<file path="src/design/ptlc_pkg.sv">
package ptlc_pkg;

  localparam int unsigned TickW  = 10;
  localparam int unsigned BeepW  = 6;
  localparam int unsigned AddrW  = 5;
  localparam int unsigned DataW  = 32;

  localparam logic [TickW-1:0] GreenReset    = TickW'(80);
  localparam logic [TickW-1:0] YellowReset   = TickW'(20);
  localparam logic [TickW-1:0] RedReset      = TickW'(100);
  localparam logic [TickW-1:0] ClearReset    = TickW'(50);
  localparam logic [BeepW-1:0] BeepCntReset  = BeepW'(15);
  localparam logic [BeepW-1:0] BeepOnReset   = BeepW'(5);
  localparam logic [BeepW-1:0] BeepOffReset  = BeepW'(5);

  // Controller phase, one-hot.
  typedef enum logic [4:0] {
    PH_GREEN  = 5'b00001,
    PH_YELLOW = 5'b00010,
    PH_RED    = 5'b00100,
    PH_CLEAR  = 5'b01000,
    PH_WALK   = 5'b10000
  } phase_e;

  // Register index, taken from paddr[4:2].
  typedef enum logic [2:0] {
    REG_GREEN    = 3'd0,
    REG_YELLOW   = 3'd1,
    REG_RED      = 3'd2,
    REG_CLEAR    = 3'd3,
    REG_BEEP_CNT = 3'd4,
    REG_BEEP_ON  = 3'd5,
    REG_BEEP_OFF = 3'd6
  } reg_idx_e;

  // Lamp and buzzer levels for one tick.
  typedef struct packed {
    logic car_red;
    logic car_yellow;
    logic car_green;
    logic walk_red;
    logic walk_green;
    logic buzzer_on;
  } lamps_t;

endpackage

</file>
<file path="src/design/pedestrian_traffic_light_controller_core.sv">
// Pedestrian traffic light controller. Each input beat is one 100 ms tick that
// carries the sampled pedestrian button; each tick yields exactly one output beat
// with the vehicle lamps, pedestrian lamps and buzzer level of the phase in force
// at the start of that tick. The vehicle cycle runs green, yellow and red for the
// programmed tick counts. A button seen during any vehicle tick starts the
// pedestrian sequence on the next tick: a yellow clearance, then a walk phase with
// vehicle red, pedestrian green and a beeping buzzer, then back to vehicle green.
// The block takes one tick per clock cycle while in_stall_o is low: the phase
// update is one counter compare and increment between the phase registers and
// the result register; a result is written there, or to the skid register, as
// its tick is accepted. A two-entry output buffer (result and skid registers)
// lets a new tick be accepted while a finished result waits; in_stall_o rises
// only when both entries are full. Timing registers sit on an APB-style port at
// byte address 4*index and should be written only while no tick is in flight.
module pedestrian_traffic_light_controller_core (
  input  logic                        clk_i,
  input  logic                        rst_ni,
  // Tick input channel.
  input  logic                        in_valid_i,
  output logic                        in_stall_o,
  input  logic                        button_pressed_i,
  // Result channel.
  output logic                        out_valid_o,
  input  logic                        out_stall_i,
  output logic                        car_red_o,
  output logic                        car_yellow_o,
  output logic                        car_green_o,
  output logic                        walk_red_o,
  output logic                        walk_green_o,
  output logic                        buzzer_on_o,
  // Configuration port.
  input  logic                        psel,
  input  logic                        penable,
  input  logic                        pwrite,
  input  logic [ptlc_pkg::AddrW-1:0]  paddr,
  input  logic [ptlc_pkg::DataW-1:0]  pwdata,
  output logic [ptlc_pkg::DataW-1:0]  prdata,
  output logic                        pready
);

  // Configuration registers.
  logic [ptlc_pkg::TickW-1:0] green_q, yellow_q, red_q, clear_q;
  logic [ptlc_pkg::BeepW-1:0] beep_cnt_q, beep_on_q, beep_off_q;

  ptlc_pkg::reg_idx_e reg_idx;
  logic               cfg_wr;

  assign pready  = 1'b1;
  assign reg_idx = ptlc_pkg::reg_idx_e'(paddr[4:2]);
  assign cfg_wr  = psel && penable && pwrite;

  always_ff @(posedge clk_i or negedge rst_ni) begin
    if (!rst_ni) begin
      green_q    <= ptlc_pkg::GreenReset;
      yellow_q   <= ptlc_pkg::YellowReset;
      red_q      <= ptlc_pkg::RedReset;
      clear_q    <= ptlc_pkg::ClearReset;
      beep_cnt_q <= ptlc_pkg::BeepCntReset;
      beep_on_q  <= ptlc_pkg::BeepOnReset;
      beep_off_q <= ptlc_pkg::BeepOffReset;
    end else if (cfg_wr) begin
      unique case (reg_idx)
        ptlc_pkg::REG_GREEN:    green_q    <= pwdata[ptlc_pkg::TickW-1:0];
        ptlc_pkg::REG_YELLOW:   yellow_q   <= pwdata[ptlc_pkg::TickW-1:0];
        ptlc_pkg::REG_RED:      red_q      <= pwdata[ptlc_pkg::TickW-1:0];
        ptlc_pkg::REG_CLEAR:    clear_q    <= pwdata[ptlc_pkg::TickW-1:0];
        ptlc_pkg::REG_BEEP_CNT: beep_cnt_q <= pwdata[ptlc_pkg::BeepW-1:0];
        ptlc_pkg::REG_BEEP_ON:  beep_on_q  <= pwdata[ptlc_pkg::BeepW-1:0];
        ptlc_pkg::REG_BEEP_OFF: beep_off_q <= pwdata[ptlc_pkg::BeepW-1:0];
        default: ;
      endcase
    end
  end

  // Read data: registers zero-extended; the unused slot reads as zero.
  always_comb begin
    prdata = '0;
    unique case (reg_idx)
      ptlc_pkg::REG_GREEN:    prdata = ptlc_pkg::DataW'(green_q);
      ptlc_pkg::REG_YELLOW:   prdata = ptlc_pkg::DataW'(yellow_q);
      ptlc_pkg::REG_RED:      prdata = ptlc_pkg::DataW'(red_q);
      ptlc_pkg::REG_CLEAR:    prdata = ptlc_pkg::DataW'(clear_q);
      ptlc_pkg::REG_BEEP_CNT: prdata = ptlc_pkg::DataW'(beep_cnt_q);
      ptlc_pkg::REG_BEEP_ON:  prdata = ptlc_pkg::DataW'(beep_on_q);
      ptlc_pkg::REG_BEEP_OFF: prdata = ptlc_pkg::DataW'(beep_off_q);
      default:                prdata = '0;
    endcase
  end

  // Controller state.
  ptlc_pkg::phase_e           phase_q, phase_d, eff_phase;
  logic [ptlc_pkg::TickW-1:0] tick_q, tick_d;
  logic [ptlc_pkg::BeepW-1:0] beeps_q, beeps_d;

  logic                       in_acc;
  ptlc_pkg::lamps_t           lamps;

  // Span length for the current phase, and whether this tick completes it.
  // One extra bit keeps tick + 1 from wrapping; a length of zero acts like one.
  logic [ptlc_pkg::TickW:0]   span_len;
  logic [ptlc_pkg::TickW:0]   tick_inc;
  logic                       span_done;
  logic [ptlc_pkg::BeepW:0]   beep_period;
  logic                       beeps_last;

  // Any code outside the one-hot set behaves as vehicle green.
  always_comb begin
    unique case (phase_q)
      ptlc_pkg::PH_GREEN,
      ptlc_pkg::PH_YELLOW,
      ptlc_pkg::PH_RED,
      ptlc_pkg::PH_CLEAR,
      ptlc_pkg::PH_WALK:  eff_phase = phase_q;
      default:            eff_phase = ptlc_pkg::PH_GREEN;
    endcase
  end

  assign beep_period = {1'b0, beep_on_q} + {1'b0, beep_off_q};
  assign tick_inc    = {1'b0, tick_q} + (ptlc_pkg::TickW+1)'(1);
  assign beeps_last  = ({1'b0, beeps_q} + (ptlc_pkg::BeepW+1)'(1)) >= {1'b0, beep_cnt_q};

  always_comb begin
    unique case (eff_phase)
      ptlc_pkg::PH_YELLOW: span_len = {1'b0, yellow_q};
      ptlc_pkg::PH_RED:    span_len = {1'b0, red_q};
      ptlc_pkg::PH_CLEAR:  span_len = {1'b0, clear_q};
      ptlc_pkg::PH_WALK:   span_len = (ptlc_pkg::TickW+1)'(beep_period);
      default:             span_len = {1'b0, green_q};
    endcase
  end

  assign span_done = tick_inc >= span_len;

  // Lamps come from the phase in force at the start of the tick. Pedestrian red
  // stays lit in every phase but walk, including the clearance.
  always_comb begin
    lamps.car_red    = (eff_phase == ptlc_pkg::PH_RED) || (eff_phase == ptlc_pkg::PH_WALK);
    lamps.car_yellow = (eff_phase == ptlc_pkg::PH_YELLOW) ||
                       (eff_phase == ptlc_pkg::PH_CLEAR);
    lamps.car_green  = (eff_phase == ptlc_pkg::PH_GREEN);
    lamps.walk_red   = (eff_phase != ptlc_pkg::PH_WALK);
    lamps.walk_green = (eff_phase == ptlc_pkg::PH_WALK);
    lamps.buzzer_on  = (eff_phase == ptlc_pkg::PH_WALK) &&
                       (tick_q < ptlc_pkg::TickW'(beep_on_q));
  end

  // Phase update. The button wins over a phase advance in the vehicle phases and
  // is ignored during clearance and walk.
  always_comb begin
    phase_d = eff_phase;
    tick_d  = tick_inc[ptlc_pkg::TickW-1:0];
    beeps_d = beeps_q;
    unique case (eff_phase)
      ptlc_pkg::PH_CLEAR: begin
        if (span_done) begin
          phase_d = ptlc_pkg::PH_WALK;
          tick_d  = '0;
          beeps_d = '0;
        end
      end
      ptlc_pkg::PH_WALK: begin
        if (span_done) begin
          tick_d = '0;
          if (beeps_last) begin
            phase_d = ptlc_pkg::PH_GREEN;
            beeps_d = '0;
          end else begin
            beeps_d = beeps_q + ptlc_pkg::BeepW'(1);
          end
        end
      end
      default: begin
        if (button_pressed_i) begin
          phase_d = ptlc_pkg::PH_CLEAR;
          tick_d  = '0;
          beeps_d = '0;
        end else if (span_done) begin
          tick_d  = '0;
          beeps_d = '0;
          unique case (eff_phase)
            ptlc_pkg::PH_YELLOW: phase_d = ptlc_pkg::PH_RED;
            ptlc_pkg::PH_RED:    phase_d = ptlc_pkg::PH_GREEN;
            default:             phase_d = ptlc_pkg::PH_YELLOW;
          endcase
        end
      end
    endcase
  end

  always_ff @(posedge clk_i or negedge rst_ni) begin
    if (!rst_ni) begin
      phase_q <= ptlc_pkg::PH_GREEN;
      tick_q  <= '0;
      beeps_q <= '0;
    end else if (in_acc) begin
      phase_q <= phase_d;
      tick_q  <= tick_d;
      beeps_q <= beeps_d;
    end
  end

  // Output buffer: a result register and a skid register behind it. Results
  // always leave from the result register, so order is kept.
  logic             out_valid_q, skid_valid_q;
  ptlc_pkg::lamps_t out_q, skid_q;
  logic             out_free;

  assign in_stall_o = skid_valid_q;
  assign in_acc     = in_valid_i && !skid_valid_q;
  assign out_free   = !out_valid_q || !out_stall_i;

  always_ff @(posedge clk_i or negedge rst_ni) begin
    if (!rst_ni) begin
      out_valid_q  <= 1'b0;
      skid_valid_q <= 1'b0;
    end else if (out_free) begin
      out_valid_q  <= skid_valid_q || in_acc;
      skid_valid_q <= 1'b0;
    end else if (in_acc) begin
      skid_valid_q <= 1'b1;
    end
  end

  always_ff @(posedge clk_i) begin
    if (out_free) begin
      if (skid_valid_q) begin
        out_q <= skid_q;
      end else if (in_acc) begin
        out_q <= lamps;
      end
    end else if (in_acc) begin
      skid_q <= lamps;
    end
  end

  assign out_valid_o  = out_valid_q;
  assign car_red_o    = out_q.car_red;
  assign car_yellow_o = out_q.car_yellow;
  assign car_green_o  = out_q.car_green;
  assign walk_red_o   = out_q.walk_red;
  assign walk_green_o = out_q.walk_green;
  assign buzzer_on_o  = out_q.buzzer_on;

endmodule

</file>
<file path="config.mk">
export PLATFORM = sky130hd
export DESIGN_NAME = pedestrian_traffic_light_controller_core
export DESIGN_NICKNAME = d
export VERILOG_FILES = /design/src/design/ptlc_pkg.sv /design/src/design/pedestrian_traffic_light_controller_core.sv
export SDC_FILE = /design/constraint.sdc
export NUM_CORES = 1
export LEC_CHECK = 0
export BUFFER_PORTS_ARGS = -buffer_cell sky130_fd_sc_hd__clkbuf_2
export CORE_MARGIN = 5
export CORE_UTILIZATION = 30
export DETAILED_ROUTE_END_ITERATION = 10
export MAX_ROUTING_LAYER = met4
export PLACE_DENSITY = 0.46
export SLEW_MARGIN = 20
export SYNTH_ARGS = -nofsm -noshare
export SYNTH_HDL_FRONTEND = slang
export SYNTH_SLANG_ARGS = --single-unit
</file>
<file path="constraint.sdc">
create_clock -name clk_i -period 4 [get_ports clk_i]
set_input_delay 1 -clock clk_i [delete_from_list [all_inputs] [get_ports clk_i]]
set_output_delay 1 -clock clk_i [all_outputs]
set_load 0.02 [all_outputs]
</file>
Word-level counts from Yosys, hierarchy flattened
Cells that the tools add are included.

word-level totals
  bits of input ports = 45
  register bits after elaboration = 93
  word-level logic and storage cells = 98
  output and inout bits = 41

cells by class
  add/sub/neg operators = 4
  equality and inequality tests = 18
  reductions and logical operators = 26
  bitwise gates (word level) = 1
  muxes and demuxes = 22
  $lt $le $gt $ge = 3

operators by type and width
  kind                   count
  $pmux 10 s7            1
  $pmux 10 s4            1
  $mux 6                 6
  $mux 10                3
  $mux 5                 6
  $reduce_and 2->1       10
  $pmux 6 s2             1
  $add 10x1->11 const B  1
  $ge 11x11->1           1
  $eq 5x1->1 const B     2
  $eq 5x2->1 const B     2
  $eq 5x3->1 const B     2
  $eq 5x4->1 const B     2
  $eq 5x5->1 const B     2
  $lt 10x6->1            1
  $pmux 5 s2             1
  $eq 3x3->1 const B     3
  $add 6x1->7 const B    1
  $add 6x6->7            1
  $ge 7x6->1             1
  $add 6x1->6 const B    1
  $eq 3x2->1 const B     2
  $pmux 3 s2             1
  $ne 5x5->1 const B     1
  11 further kinds       21

Depth between registers and ports, before layout
Gate-level depths: netlist of the first run.

  word-level depth = 9
  mapped depth = 16
  mapped depth without buffers = 15

Least setup slack after synthesis of the first run
Ideal clock, no wire load.

  path type = reg2reg
  from = register beep_on_q[0] (netlist name)
  to = register beeps_q[2] (netlist name)
  library setup time = 126 ps
  required time = 3874 ps
  stages on the path, launching flop included = 17
  period minus slack after synthesis = 3419 ps
  arrival = 3293 ps
  path buffers = 1
  slack = 581 ps
  cells stage by stage = dfstp_2 -> ha_1 -> fa_1 -> a21o_1 -> a21oi_1 -> nor2b_1 -> o21a_1 -> o21ai_0 -> and3_1 -> ha_1 -> a21oi_1 -> o21ai_0 -> a21oi_1 -> o21a_1 -> clkbuf_1 -> nor4b_2 -> a221o_2

on the way
  longest elaborated chain between the ends = 6
  elaborated cells on any way between the ends = 8
  classes of those cells = add/sub (1); order compare (1); eq/ne (1); mux (4); reduce/logical (1)

RTL lines
  item                    RTL line                                         source
  start, declared         pedestrian_traffic_light_controller_core.sv:43   logic [ptlc_pkg::BeepW-1:0] beep_cnt_q, beep_on_q, beep_off_q;
  start signal, assigned  pedestrian_traffic_light_controller_core.sv:59   beep_on_q <= ptlc_pkg::BeepOnReset;
  start signal, assigned  pedestrian_traffic_light_controller_core.sv:68   ptlc_pkg::REG_BEEP_ON: beep_on_q <= pwdata[ptlc_pkg::BeepW-1:0];
  $add 6x6->7 *           pedestrian_traffic_light_controller_core.sv:118  assign beep_period = {1'b0, beep_on_q} + {1'b0, beep_off_q};
  $pmux 10 s4 *           pedestrian_traffic_light_controller_core.sv:123  unique case (eff_phase)
  $ge 11x11->1 *          pedestrian_traffic_light_controller_core.sv:132  assign span_done = tick_inc >= span_len;
  $mux 6 (2 in a row)     n/a
  $pmux 6 s2              n/a
  end signal, assigned    pedestrian_traffic_light_controller_core.sv:198  beeps_q <= beeps_d;
  end, declared           pedestrian_traffic_light_controller_core.sv:93   logic [ptlc_pkg::BeepW-1:0] beeps_q, beeps_d;

Mark *: on every way between the ends. The rest lies on a longest branch, timed or not.
A chain may end at the register's enable or synchronous reset.

Worst setup path after layout of the first run
  from = register beep_on_q[0] (netlist name)
  to = register phase_q[0]

on the way
  longest elaborated chain between the ends = 6
  elaborated cells on any way between the ends = 8
  classes of those cells = add/sub (1); order compare (1); mux (6)

RTL lines
  item                  RTL line                                         source
  $add 6x6->7 *         pedestrian_traffic_light_controller_core.sv:118
  $pmux 10 s4 *         pedestrian_traffic_light_controller_core.sv:123
  $ge 11x11->1 *        pedestrian_traffic_light_controller_core.sv:132
  $mux 5                pedestrian_traffic_light_controller_core.sv:177  end else if (span_done) begin
  $mux 5                pedestrian_traffic_light_controller_core.sv:173  if (button_pressed_i) begin
  $pmux 5 s2 *          pedestrian_traffic_light_controller_core.sv:153  unique case (eff_phase)
  end signal, assigned  pedestrian_traffic_light_controller_core.sv:192  phase_q <= ptlc_pkg::PH_GREEN;
  end signal, assigned  pedestrian_traffic_light_controller_core.sv:196  phase_q <= phase_d;
  end, declared         pedestrian_traffic_light_controller_core.sv:91   ptlc_pkg::phase_e phase_q, phase_d, eff_phase;

Marked as above.

==> results of run 1 <==
cell type report:
cell class	instances	area [sq um]
inverters	19	71.3
clock inverters	6	61.3
flip-flops and latches	93	2410
clock buffers	10	233
fillers	1835	11800
repair buffers	58	347
multi-input cells	364	2860
well taps	229	287
logic make-up after synthesis:
kind of cell | after synthesis
buffers and inverters | 63
and+or+nand+nor | 115
xor gates and xnor gates | 17
AOI/OAI and AO/OA | 106
adders and majority gates | 30
DFF | 93
muxes | 73
other | 2
flip-flops by register name (all words and copies together) (netlist names), 5 cells and up:
| register | count |
|---|---|
| beeps_q | 6 |
| clear_q | 10 |
| beep_cnt_q | 6 |
| phase_q | 5 |
| beep_off_q | 6 |
| yellow_q | 10 |
| green_q | 10 |
| beep_on_q | 6 |
| skid_q | 6 |
| red_q | 10 |
| tick_q | 10 |
worst reg2reg max path: stages, from the launching register on:
cell,delay (ps)
dfstp_2,390
ha_1,220
fa_1,420
a21o_1,200
a21oi_1,280
nor2b_1,80
o21a_1,170
o21ai_0,140
and3_1,170
ha_1,240
a21oi_1,150
o21ai_0,90
a21oi_1,180
o21a_2,350
mux2_2,380
a31oi_1,160
report_power, final:
| group | switching [W] | internal [W] | leakage, nW |
|---|---|---|---|
| clock | 0.000393 | 0.000491 | 0.146 |
| combinational | 0.000580 | 0.000444 | 1.66 |
| sequential | 0.000145 | 0.00117 | 1.11 |
through the flow:
step / cells / total power (W) / utilization [%] / setup WS (ps) / instance area [sq um]
finish: 779 / 0.00322 / 34.8 / 287 / 6270
global route: 779 / 0.00344 / 34.8 / 31.4 / 6270
CTS: 779 / 0.00326 / 34.8 / 77.3 / 6270
detailed placement: 763 / 0.00237 / 33.1 / 108 / 5970
global placement: 763 / 0.00235 / 33.1 / 123 / 5970
floorplan: 520 / 0.00203 / - / 581 / 5590
per-layer routing:
metal / up-vias / wire length, um / part of all wire [%] / global-route usage [%]
li1: 1873 / - / - / -
met1: 1959 / 6850 / 47 / 19.0
met2: 96 / 6790 / 47 / 22.1
met3: 7 / 686 / 4.8 / 3.39
met4: 0 / 101 / 0.70 / 3.08
met5: - / 0 / 0 / -
worst max path at each step:
stage | from | to | depth (start not counted)
after floorplan | beep_on_q[0] | beeps_q[2] | 16
after global placement | beep_on_q[0] | phase_q[0] | 15
after detailed placement | beep_on_q[0] | phase_q[0] | 15
after CTS | beep_on_q[0] | phase_q[0] | 15
after global routing | beep_on_q[0] | phase_q[0] | 15
final | beep_on_q[0] | phase_q[0] | 15
cell usage in the layout, fill, tap and decap left out, types with 17 or more instances in the layout:
cell type / instances
dfrtp_1: 62
mux2_2: 57
clkbuf_2: 37
nand2_1: 34
ha_1: 29
o21ai_0: 26
conb_1: 23
buf_4: 20
nor2_1: 19
dfstp_2: 19
inv_1: 17
a21oi_1: 17
what timing repair did:
item	CTS	global route
gates resized for setup	0	1
hold endpoints to repair	0	0
endpoints found under the setup margin	0	10
==> impl_results.html, run 1 <==
<table>
<tr><th>Metric</th><th>Value</th></tr>
<tr><th colspan="2">Run status</th></tr>
<tr><td>Result of the run</td><td>complete, no violations</td></tr>
<tr><th colspan="2">Synthesis</th></tr>
<tr><td>Cell count after synthesis</td><td>roughly 500</td></tr>
<tr><td>Top flip-flop cell by instance count after synthesis</td><td>dfrtp_1</td></tr>
<tr><td>Synth cell count leaders</td><td>62 x dfrtp_1, 57 x mux2_2, 34 x nand2_1</td></tr>
<tr><td>Number of enable-type register cells in the synthesized netlist</td><td>12</td></tr>
<tr><td>Total standard cell area after synthesis</td><td>5520 sq um</td></tr>
<tr><td>Most area-hungry cell type in the Yosys netlist</td><td>dfrtp_1</td></tr>
<tr><td>Xor and xnor area share after synthesis</td><td>about 2.7%</td></tr>
<tr><td>Combinational family with the most area after synthesis</td><td>multiplexers</td></tr>
<tr><td>Number of distinct standard cells referenced by the synthesized netlist</td><td>58</td></tr>
<tr><td>FF+latch count, synth</td><td>93</td></tr>
<tr><td>Proportion of netlist area held by the largest area contributor</td><td>about 28%</td></tr>
<tr><td>Leading cell type by number of instances after synthesis</td><td>dfrtp_1</td></tr>
<tr><td>Syn_area_per_cell</td><td>~11 sq um</td></tr>
<tr><td>Mux cell area share after synthesis</td><td>roughly 16%</td></tr>
<tr><td>Ys async rst share</td><td>slightly below 90%</td></tr>
<tr><td>Share of synthesized cell area in full adder, half adder and majority cells</td><td>roughly 6.9%</td></tr>
<tr><td>Synth Area in Compound Gates</td><td>between 10% and 20%</td></tr>
<tr><td>Area share of and/or/nand/nor cells after synthesis</td><td>10.9%</td></tr>
<tr><td>Share of synthesized area occupied by flip-flops and latches</td><td>a little over two fifths</td></tr>
<tr><td>Yosys warning count</td><td>0</td></tr>
<tr><td>Cell types occupying the most area after synthesis</td><td>dfrtp_1 28%, mux2_2 12%, dfstp_2 9.1%</td></tr>
<tr><th colspan="2">Detailed routing</th></tr>
<tr><td>Number of nets with antenna violations after routing</td><td>0</td></tr>
<tr><td>1st-pass router iterations</td><td>4</td></tr>
<tr><td>Detail-routed net length per standard cell</td><td>around 19 um</td></tr>
<tr><td>Vias</td><td>3,935</td></tr>
<tr><td>Via-to-Cell Ratio</td><td>roughly 5.1</td></tr>
<tr><td>Remaining routing DRC violations</td><td>0</td></tr>
<tr><td>Iter 0 DRT Violations</td><td>approximately 360</td></tr>
<tr><td>Sum of routed wire length over all layers</td><td>between 10 and 15 mm</td></tr>
<tr><th colspan="2">Layout</th></tr>
<tr><td>Nets</td><td>620</td></tr>
<tr><td>Antenna diodes</td><td>0</td></tr>
<tr><td>Area grow syn2layout</td><td>13.7%</td></tr>
<tr><td>Ratio of cells with drive above 1 in the final layout</td><td>between 30% and 40%</td></tr>
<tr><th colspan="2">Clock tree</th></tr>
<tr><td>H-tree level count</td><td>3</td></tr>
<tr><td>CTS tree</td><td>done</td></tr>
<tr><td>Insertion delay of the later-clocked pin in the worst-skew pair</td><td>~360 ps</td></tr>
<tr><td>CTS root buf</td><td>clkbuf_16</td></tr>
<tr><td>Total of hold buffers inserted after clock tree synthesis</td><td>0</td></tr>
<tr><td>Total CTS buffers</td><td>9</td></tr>
<tr><td>Clock Sinks</td><td>93</td></tr>
<tr><td>Clock-pin slew reported for the worst setup and hold paths after clock tree synthesis</td><td>70 ps</td></tr>
<tr><td>Number of setup buffers added after CTS</td><td>0</td></tr>
<tr><td>CTS Buffer Depth</td><td>2</td></tr>
<tr><th colspan="2">Place</th></tr>
<tr><td>Count of buffers inserted at the top-level ports</td><td>38</td></tr>
<tr><td>Gpl congestion</td><td>~0.8</td></tr>
<tr><td>Post-detail-place hpwl</td><td>between 10 and 15 mm</td></tr>
<tr><th colspan="2">GRT</th></tr>
<tr><td>Number of global-route vias before repair</td><td>roughly 4,000</td></tr>
<tr><td>Gr ovfl total</td><td>0</td></tr>
<tr><td>First-pass GRT wire length</td><td>23.1 mm</td></tr>
<tr><td>Number of antenna violations at the first check in global routing</td><td>0</td></tr>
<tr><td>Global router's overall resource usage</td><td>14.2%</td></tr>
<tr><td>Maximum number of pins on one net before global-route repair</td><td>approximately 80</td></tr>
<tr><th colspan="2">Floorplan</th></tr>
<tr><td>Std cell rows</td><td>49</td></tr>
<tr><td>Initial core utilization</td><td>a little under a third</td></tr>
<tr><td>Area of the core</td><td>between 15,000 and 20,000 sq um</td></tr>
<tr><td>DIE WIDTH</td><td>between 100 and 150 um</td></tr>
<tr><td>Die height</td><td>roughly 150 um</td></tr>
<tr><td>Die Footprint</td><td>21,200 sq um</td></tr>
<tr><td>Top-Level Pins</td><td>86</td></tr>
<tr><th colspan="2">Timing</th></tr>
<tr><td>Slew at the pin with the worst max-slew slack</td><td>between 700 and 800 ps</td></tr>
<tr><td>Max transition margin</td><td>48.5%</td></tr>
<tr><td>Count of pins over their slew limit</td><td>0</td></tr>
<tr><td>Worst setup skew after layout</td><td>around 6.8 ps</td></tr>
<tr><td>Worst Hold Slack</td><td>534 ps</td></tr>
<tr><td>Fin crit share</td><td>between 90% and 100%</td></tr>
<tr><td>Final Hold Vio Count</td><td>0</td></tr>
<tr><td>Setup-violating endpoint count in the final report</td><td>0</td></tr>
<tr><td>Setup TNS Final</td><td>0 ps</td></tr>
<tr><td>RSZ-0062 raised after global routing</td><td>false</td></tr>
<tr><td>Peak Freq</td><td>269 MHz</td></tr>
<tr><td>Shortest clock period the worst path allows after layout</td><td>approximately 3700 ps</td></tr>
<tr><th colspan="2">Worst hold path</th></tr>
<tr><td>Class of the tightest hold or removal check</td><td>reg2reg</td></tr>
<tr><td>Hold-critical path endpoint</td><td>phase_q[0]</td></tr>
<tr><td>Hold wc startpoint</td><td>phase_q[0]</td></tr>
<tr><td>Hold depth</td><td>2</td></tr>
<tr><th colspan="2">Setup path</th></tr>
<tr><td>Worst path buffer plus inverter count</td><td>0</td></tr>
<tr><td>CP endpoint kind</td><td>register</td></tr>
<tr><td>Critical path's largest stage delay</td><td>between 400 and 500 ps</td></tr>
<tr><td>Data required time of the worst path</td><td>roughly 4300 ps</td></tr>
<tr><td>Crit path max-delay family</td><td>compound AO/OA/AOI/OAI gates</td></tr>
<tr><td>Flop-to-flop setup slack</td><td>~290 ps</td></tr>
<tr><td>Startpoint of the most critical register-to-register path</td><td>beep_on_q[0]</td></tr>
<tr><td>Worst reg2reg path depth</td><td>15</td></tr>
<tr><td>Crit path max fanout</td><td>12</td></tr>
<tr><td>Cell at the slowest stage of the critical path</td><td>fa_1</td></tr>
<tr><td>Startpoint Class</td><td>register</td></tr>
<tr><td>Chain of cells forming the critical path</td><td>ha_1 &gt; fa_1 &gt; a21o_1 &gt; a21oi_1 &gt; nor2b_1 &gt; o21a_1 &gt; o21ai_0 &gt; and3_1 &gt; ha_1 &gt; a21oi_1 &gt; o21ai_0 &gt; a21oi_1 &gt; o21a_2 &gt; mux2_2 &gt; a31oi_1</td></tr>
<tr><td>Endpoint of the worst-slack reg-to-reg timing path</td><td>phase_q[0]</td></tr>
<tr><td>Critical path type</td><td>reg2reg</td></tr>
<tr><td>Crit path arrival time</td><td>~4000 ps</td></tr>
<tr><td>CP most frequent cell</td><td>a21oi_1</td></tr>
<tr><th colspan="2">Pwr</th></tr>
<tr><td>Pwr Density</td><td>514 nW/um^2</td></tr>
<tr><td>Worst vdd rail ir drop</td><td>roughly 280 uV</td></tr>
<tr><td>Leakage power total</td><td>2.92 nW</td></tr>
<tr><th colspan="2">Run</th></tr>
<tr><td>Max-cap violations</td><td>0</td></tr>
</table>
Power figures use the tool's default switching activity.
==> run 2: changes to the inputs <==
clock period = 3.9 ns   (was 4 ns; I/O delays follow)
==> run 2 against run 1 <==
Net effect: global-route usage is 0.15 points higher; largest power group unchanged; first-iteration DRC count is 17% lower; combinational power is 8% higher; via count is 4.3% higher; utilization is 0.47 points higher; wire length is 1.2% higher; final cell count is 1.2% higher; largest cell class unchanged.
==> impl_results.html, run 2 (synthesis gave the netlist of run 1 again) <==
<table>
<tr><th>Metric</th><th>Value</th></tr>
<tr><th colspan="2">Pwr</th></tr>
<tr><td>Total net switching power</td><td>0.00117 W (was 0.00112 W)</td></tr>
<tr><td>Pwr Density</td><td>526 nW/um^2 (was 514 nW/um^2)</td></tr>
<tr><td>Cell Int Power</td><td>0.00217 W (was 0.00210 W)</td></tr>
<tr><td>Logic pwr share</td><td>32.8% (was 31.8%)</td></tr>
<tr><td>Fraction of power spent switching nets</td><td>35.1% (was 34.7%)</td></tr>
<tr><td>Worst vdd rail ir drop</td><td>272 uV (was 280 uV)</td></tr>
<tr><td>Part of the total power dissipated in sequential elements</td><td>40.4% (was 40.8%)</td></tr>
<tr><td>Leakage power total</td><td>2.96 nW (was 2.92 nW)</td></tr>
<tr><td>Clock power frac</td><td>26.8% (was 27.4%)</td></tr>
<tr><th colspan="2">Setup path</th></tr>
<tr><td>CP endpoint kind</td><td>register (unchanged)</td></tr>
<tr><td>Data required time of the worst path</td><td>4120 ps (was 4290 ps)</td></tr>
<tr><td>Crit path arrival time</td><td>3890 ps (was 4000 ps)</td></tr>
<tr><td>Startpoint Class</td><td>register (unchanged)</td></tr>
<tr><td>Startpoint of the most critical register-to-register path</td><td>beep_on_q[0] (unchanged)</td></tr>
<tr><td>Crit path max fanout</td><td>7 (was 12)</td></tr>
<tr><td>Flop-to-flop setup slack</td><td>230 ps (was 290 ps)</td></tr>
<tr><td>Cell at the slowest stage of the critical path</td><td>fa_1 (unchanged)</td></tr>
<tr><td>Worst path buffer plus inverter count</td><td>1 (was 0)</td></tr>
<tr><td>Worst reg2reg path depth</td><td>16 (was 15)</td></tr>
<tr><td>Critical path type</td><td>reg2reg (unchanged)</td></tr>
<tr><td>Stages on worst setup path</td><td>16 (was 15)</td></tr>
<tr><td>Chain of cells forming the critical path</td><td>ha_1 &gt; fa_1 &gt; a21o_1 &gt; a21oi_1 &gt; nor2b_1 &gt; o21a_1 &gt; o21ai_0 &gt; and3_1 &gt; ha_1 &gt; nand2_1 &gt; o21ai_0 &gt; a21oi_1 &gt; o21a_1 &gt; buf_4 &gt; a21o_2 &gt; a221o_2 (was ha_1 &gt; fa_1 &gt; a21o_1 &gt; a21oi_1 &gt; nor2b_1 &gt; o21a_1 &gt; o21ai_0 &gt; and3_1 &gt; ha_1 &gt; a21oi_1 &gt; o21ai_0 &gt; a21oi_1 &gt; o21a_2 &gt; mux2_2 &gt; a31oi_1)</td></tr>
<tr><td>Endpoint of the worst-slack reg-to-reg timing path</td><td>beeps_q[2] (was phase_q[0])</td></tr>
<tr><td>Critical path's largest stage delay</td><td>420 ps (about the same)</td></tr>
<tr><td>Capturing instance or port of the critical path</td><td>beeps_q[2] (was phase_q[0])</td></tr>
<tr><td>Crit path max-delay family</td><td>compound AO/OA/AOI/OAI gates (unchanged)</td></tr>
<tr><td>Start point of the critical path</td><td>beep_on_q[0] (unchanged)</td></tr>
<tr><th colspan="2">Clock tree</th></tr>
<tr><td>Total CTS buffers</td><td>9 (unchanged)</td></tr>
<tr><td>Insertion delay of the later-clocked pin in the worst-skew pair</td><td>350 ps (was 360 ps)</td></tr>
<tr><td>Clock Sinks</td><td>93 (unchanged)</td></tr>
<tr><td>CTS tree</td><td>done (unchanged)</td></tr>
<tr><td>Total of hold buffers inserted after clock tree synthesis</td><td>0 (unchanged)</td></tr>
<tr><td>CTS root buf</td><td>clkbuf_16 (unchanged)</td></tr>
<tr><td>CTS Buffer Depth</td><td>2 (unchanged)</td></tr>
<tr><td>Number of setup buffers added after CTS</td><td>0 (unchanged)</td></tr>
<tr><td>Clock-pin slew reported for the worst setup and hold paths after clock tree synthesis</td><td>70 ps (about the same)</td></tr>
<tr><td>H-tree level count</td><td>3 (unchanged)</td></tr>
<tr><td>Number of cells upsized or downsized after cts</td><td>0 (unchanged)</td></tr>
<tr><th colspan="2">Timing</th></tr>
<tr><td>Count of pins over their slew limit</td><td>0 (unchanged)</td></tr>
<tr><td>Worst Hold Slack</td><td>532 ps (was 534 ps)</td></tr>
<tr><td>Worst setup skew after layout</td><td>11.6 ps (was 6.79 ps)</td></tr>
<tr><td>Setup-violating endpoint count in the final report</td><td>0 (unchanged)</td></tr>
<tr><td>Max transition margin</td><td>47.5% (was 48.5%)</td></tr>
<tr><td>Final Hold Vio Count</td><td>0 (unchanged)</td></tr>
<tr><td>RSZ-0062 raised after global routing</td><td>false (unchanged)</td></tr>
<tr><td>Fin crit share</td><td>94.0% (was 92.8%)</td></tr>
<tr><td>Slew at the pin with the worst max-slew slack</td><td>787 ps (was 773 ps)</td></tr>
<tr><td>Shortest clock period the worst path allows after layout</td><td>3670 ps (was 3710 ps)</td></tr>
<tr><td>Peak Freq</td><td>273 MHz (was 269 MHz)</td></tr>
<tr><td>Setup TNS Final</td><td>0 ps (unchanged)</td></tr>
<tr><th colspan="2">Layout</th></tr>
<tr><td>Antenna diodes</td><td>0 (unchanged)</td></tr>
<tr><td>Nets</td><td>629 (was 620)</td></tr>
<tr><td>Commonest cells after routing, fill and taps aside</td><td>62 x dfrtp_1, 57 x mux2_2, 37 x clkbuf_2, 34 x nand2_1, 29 x ha_1 (unchanged)</td></tr>
<tr><td>Most common cell after layout, fill and taps aside</td><td>dfrtp_1 (unchanged)</td></tr>
<tr><td>Area grow syn2layout</td><td>15.2% (was 13.7%)</td></tr>
<tr><td>Ratio of cells with drive above 1 in the final layout</td><td>31.7% (was 30.7%)</td></tr>
<tr><th colspan="2">Place</th></tr>
<tr><td>Gpl congestion</td><td>0.815 (was 0.795)</td></tr>
<tr><td>Count of buffers inserted at the top-level ports</td><td>38 (unchanged)</td></tr>
<tr><td>Post-detail-place hpwl</td><td>10.7 mm (was 10.4 mm)</td></tr>
<tr><th colspan="2">GRT</th></tr>
<tr><td>Global router's overall resource usage</td><td>14.4% (was 14.2%)</td></tr>
<tr><td>Maximum number of pins on one net before global-route repair</td><td>80 (was 82)</td></tr>
<tr><td>Number of global-route vias before repair</td><td>4,272 (was 4,083)</td></tr>
<tr><td>Number of antenna violations at the first check in global routing</td><td>0 (unchanged)</td></tr>
<tr><td>First-pass GRT wire length</td><td>23.4 mm (was 23.1 mm)</td></tr>
<tr><td>Gr ovfl total</td><td>0 (unchanged)</td></tr>
<tr><th colspan="2">Run</th></tr>
<tr><td>Max-cap violations</td><td>0 (unchanged)</td></tr>
<tr><th colspan="2">Detailed routing</th></tr>
<tr><td>Remaining routing DRC violations</td><td>0 (unchanged)</td></tr>
<tr><td>1st-pass router iterations</td><td>5 (was 4)</td></tr>
<tr><td>Sum of routed wire length over all layers</td><td>14.6 mm (was 14.4 mm)</td></tr>
<tr><td>Vias</td><td>4,105 (was 3,935)</td></tr>
<tr><td>Iter 0 DRT Violations</td><td>295 (was 357)</td></tr>
<tr><td>Detail-routed net length per standard cell</td><td>18.5 um (about the same)</td></tr>
<tr><td>Number of nets with antenna violations after routing</td><td>0 (unchanged)</td></tr>
<tr><td>Via-to-Cell Ratio</td><td>5.21 (was 5.05)</td></tr>
<tr><th colspan="2">Run status</th></tr>
<tr><td>Result of the run</td><td>complete, no violations (unchanged)</td></tr>
<tr><th colspan="2">Floorplan</th></tr>
<tr><td>Initial core utilization</td><td>30.6% (unchanged)</td></tr>
<tr><td>Top-Level Pins</td><td>86 (unchanged)</td></tr>
<tr><td>Std cell rows</td><td>49 (unchanged)</td></tr>
<tr><td>Die Footprint</td><td>21,200 sq um (unchanged)</td></tr>
<tr><td>DIE WIDTH</td><td>146 um (unchanged)</td></tr>
<tr><td>Area of the core</td><td>18,000 sq um (unchanged)</td></tr>
<tr><td>Die height</td><td>146 um (unchanged)</td></tr>
<tr><th colspan="2">Worst hold path</th></tr>
<tr><td>Class of the tightest hold or removal check</td><td>reg2reg (unchanged)</td></tr>
</table>
[run 2: stage by stage]
stage,power [W],instances,setup slack [ps],utilization (%),instance area (sq um)
after floorplan,0.00208,520,481,-,5590
after global placement,0.00245,772,203,33.6,6050
after detailed placement,0.00247,772,245,33.6,6050
after CTS,0.00338,788,210,35.2,6350
after global routing,0.00357,788,19.4,35.3,6360
final,0.00334,788,233,35.3,6360
[run 2: cell type report]
| cell class | count | area, sq um |
|---|---|---|
| clock buffer | 10 | 250 |
| clock inverter | 6 | 50.0 |
| fill | 1860 | 11700 |
| inverter | 19 | 71.3 |
| multi-input combinational | 364 | 2860 |
| sequential | 93 | 2410 |
| tap | 229 | 287 |
| timing repair buffer | 67 | 427 |
[run 2: how the worst min path moves through the flow]
stage	end	slack [ps]	from	cells past startpoint
finish	phase_q[0]	530	phase_q[0]	2
global route	red_q[4]	560	red_q[4]	1
CTS	phase_q[0]	530	phase_q[0]	2
detailed placement	green_q[5]	520	green_q[5]	1
global placement	red_q[3]	510	red_q[3]	1
floorplan	beep_cnt_q[3]	490	beep_cnt_q[3]	2
[run 2: per-layer routing]
metal | GRT usage, % | vias up | routed length, um
met5 | - | - | 0
met4 | 5.18 | 0 | 325
met3 | 3.33 | 25 | 740
met2 | 22.0 | 127 | 6700
met1 | 18.6 | 2049 | 6840
li1 | - | 1904 | -
[run 2: worst reg2reg max path: stages, from the launching register on]
cell     delay (ps)
dfstp_2         400
ha_1            230
fa_1            420
a21o_1          200
a21oi_1         270
nor2b_1          80
o21a_1          170
o21ai_0         120
and3_1          170
ha_1            140
nand2_1          60
o21ai_0         160
a21oi_1          80
o21a_1          240
buf_4           180
a21o_2          240
a221o_2         390
[run 2: power groups by stage]
stage | Sequential (W) | Combinational, W | Clock (W)
after floorplan | 0.00133 | 0.000750 | 0
after global placement | 0.00136 | 0.00109 | 0
after detailed placement | 0.00137 | 0.00110 | 0
after CTS | 0.00135 | 0.00111 | 0.000916
after global routing | 0.00138 | 0.00124 | 0.000958
final | 0.00135 | 0.00110 | 0.000894
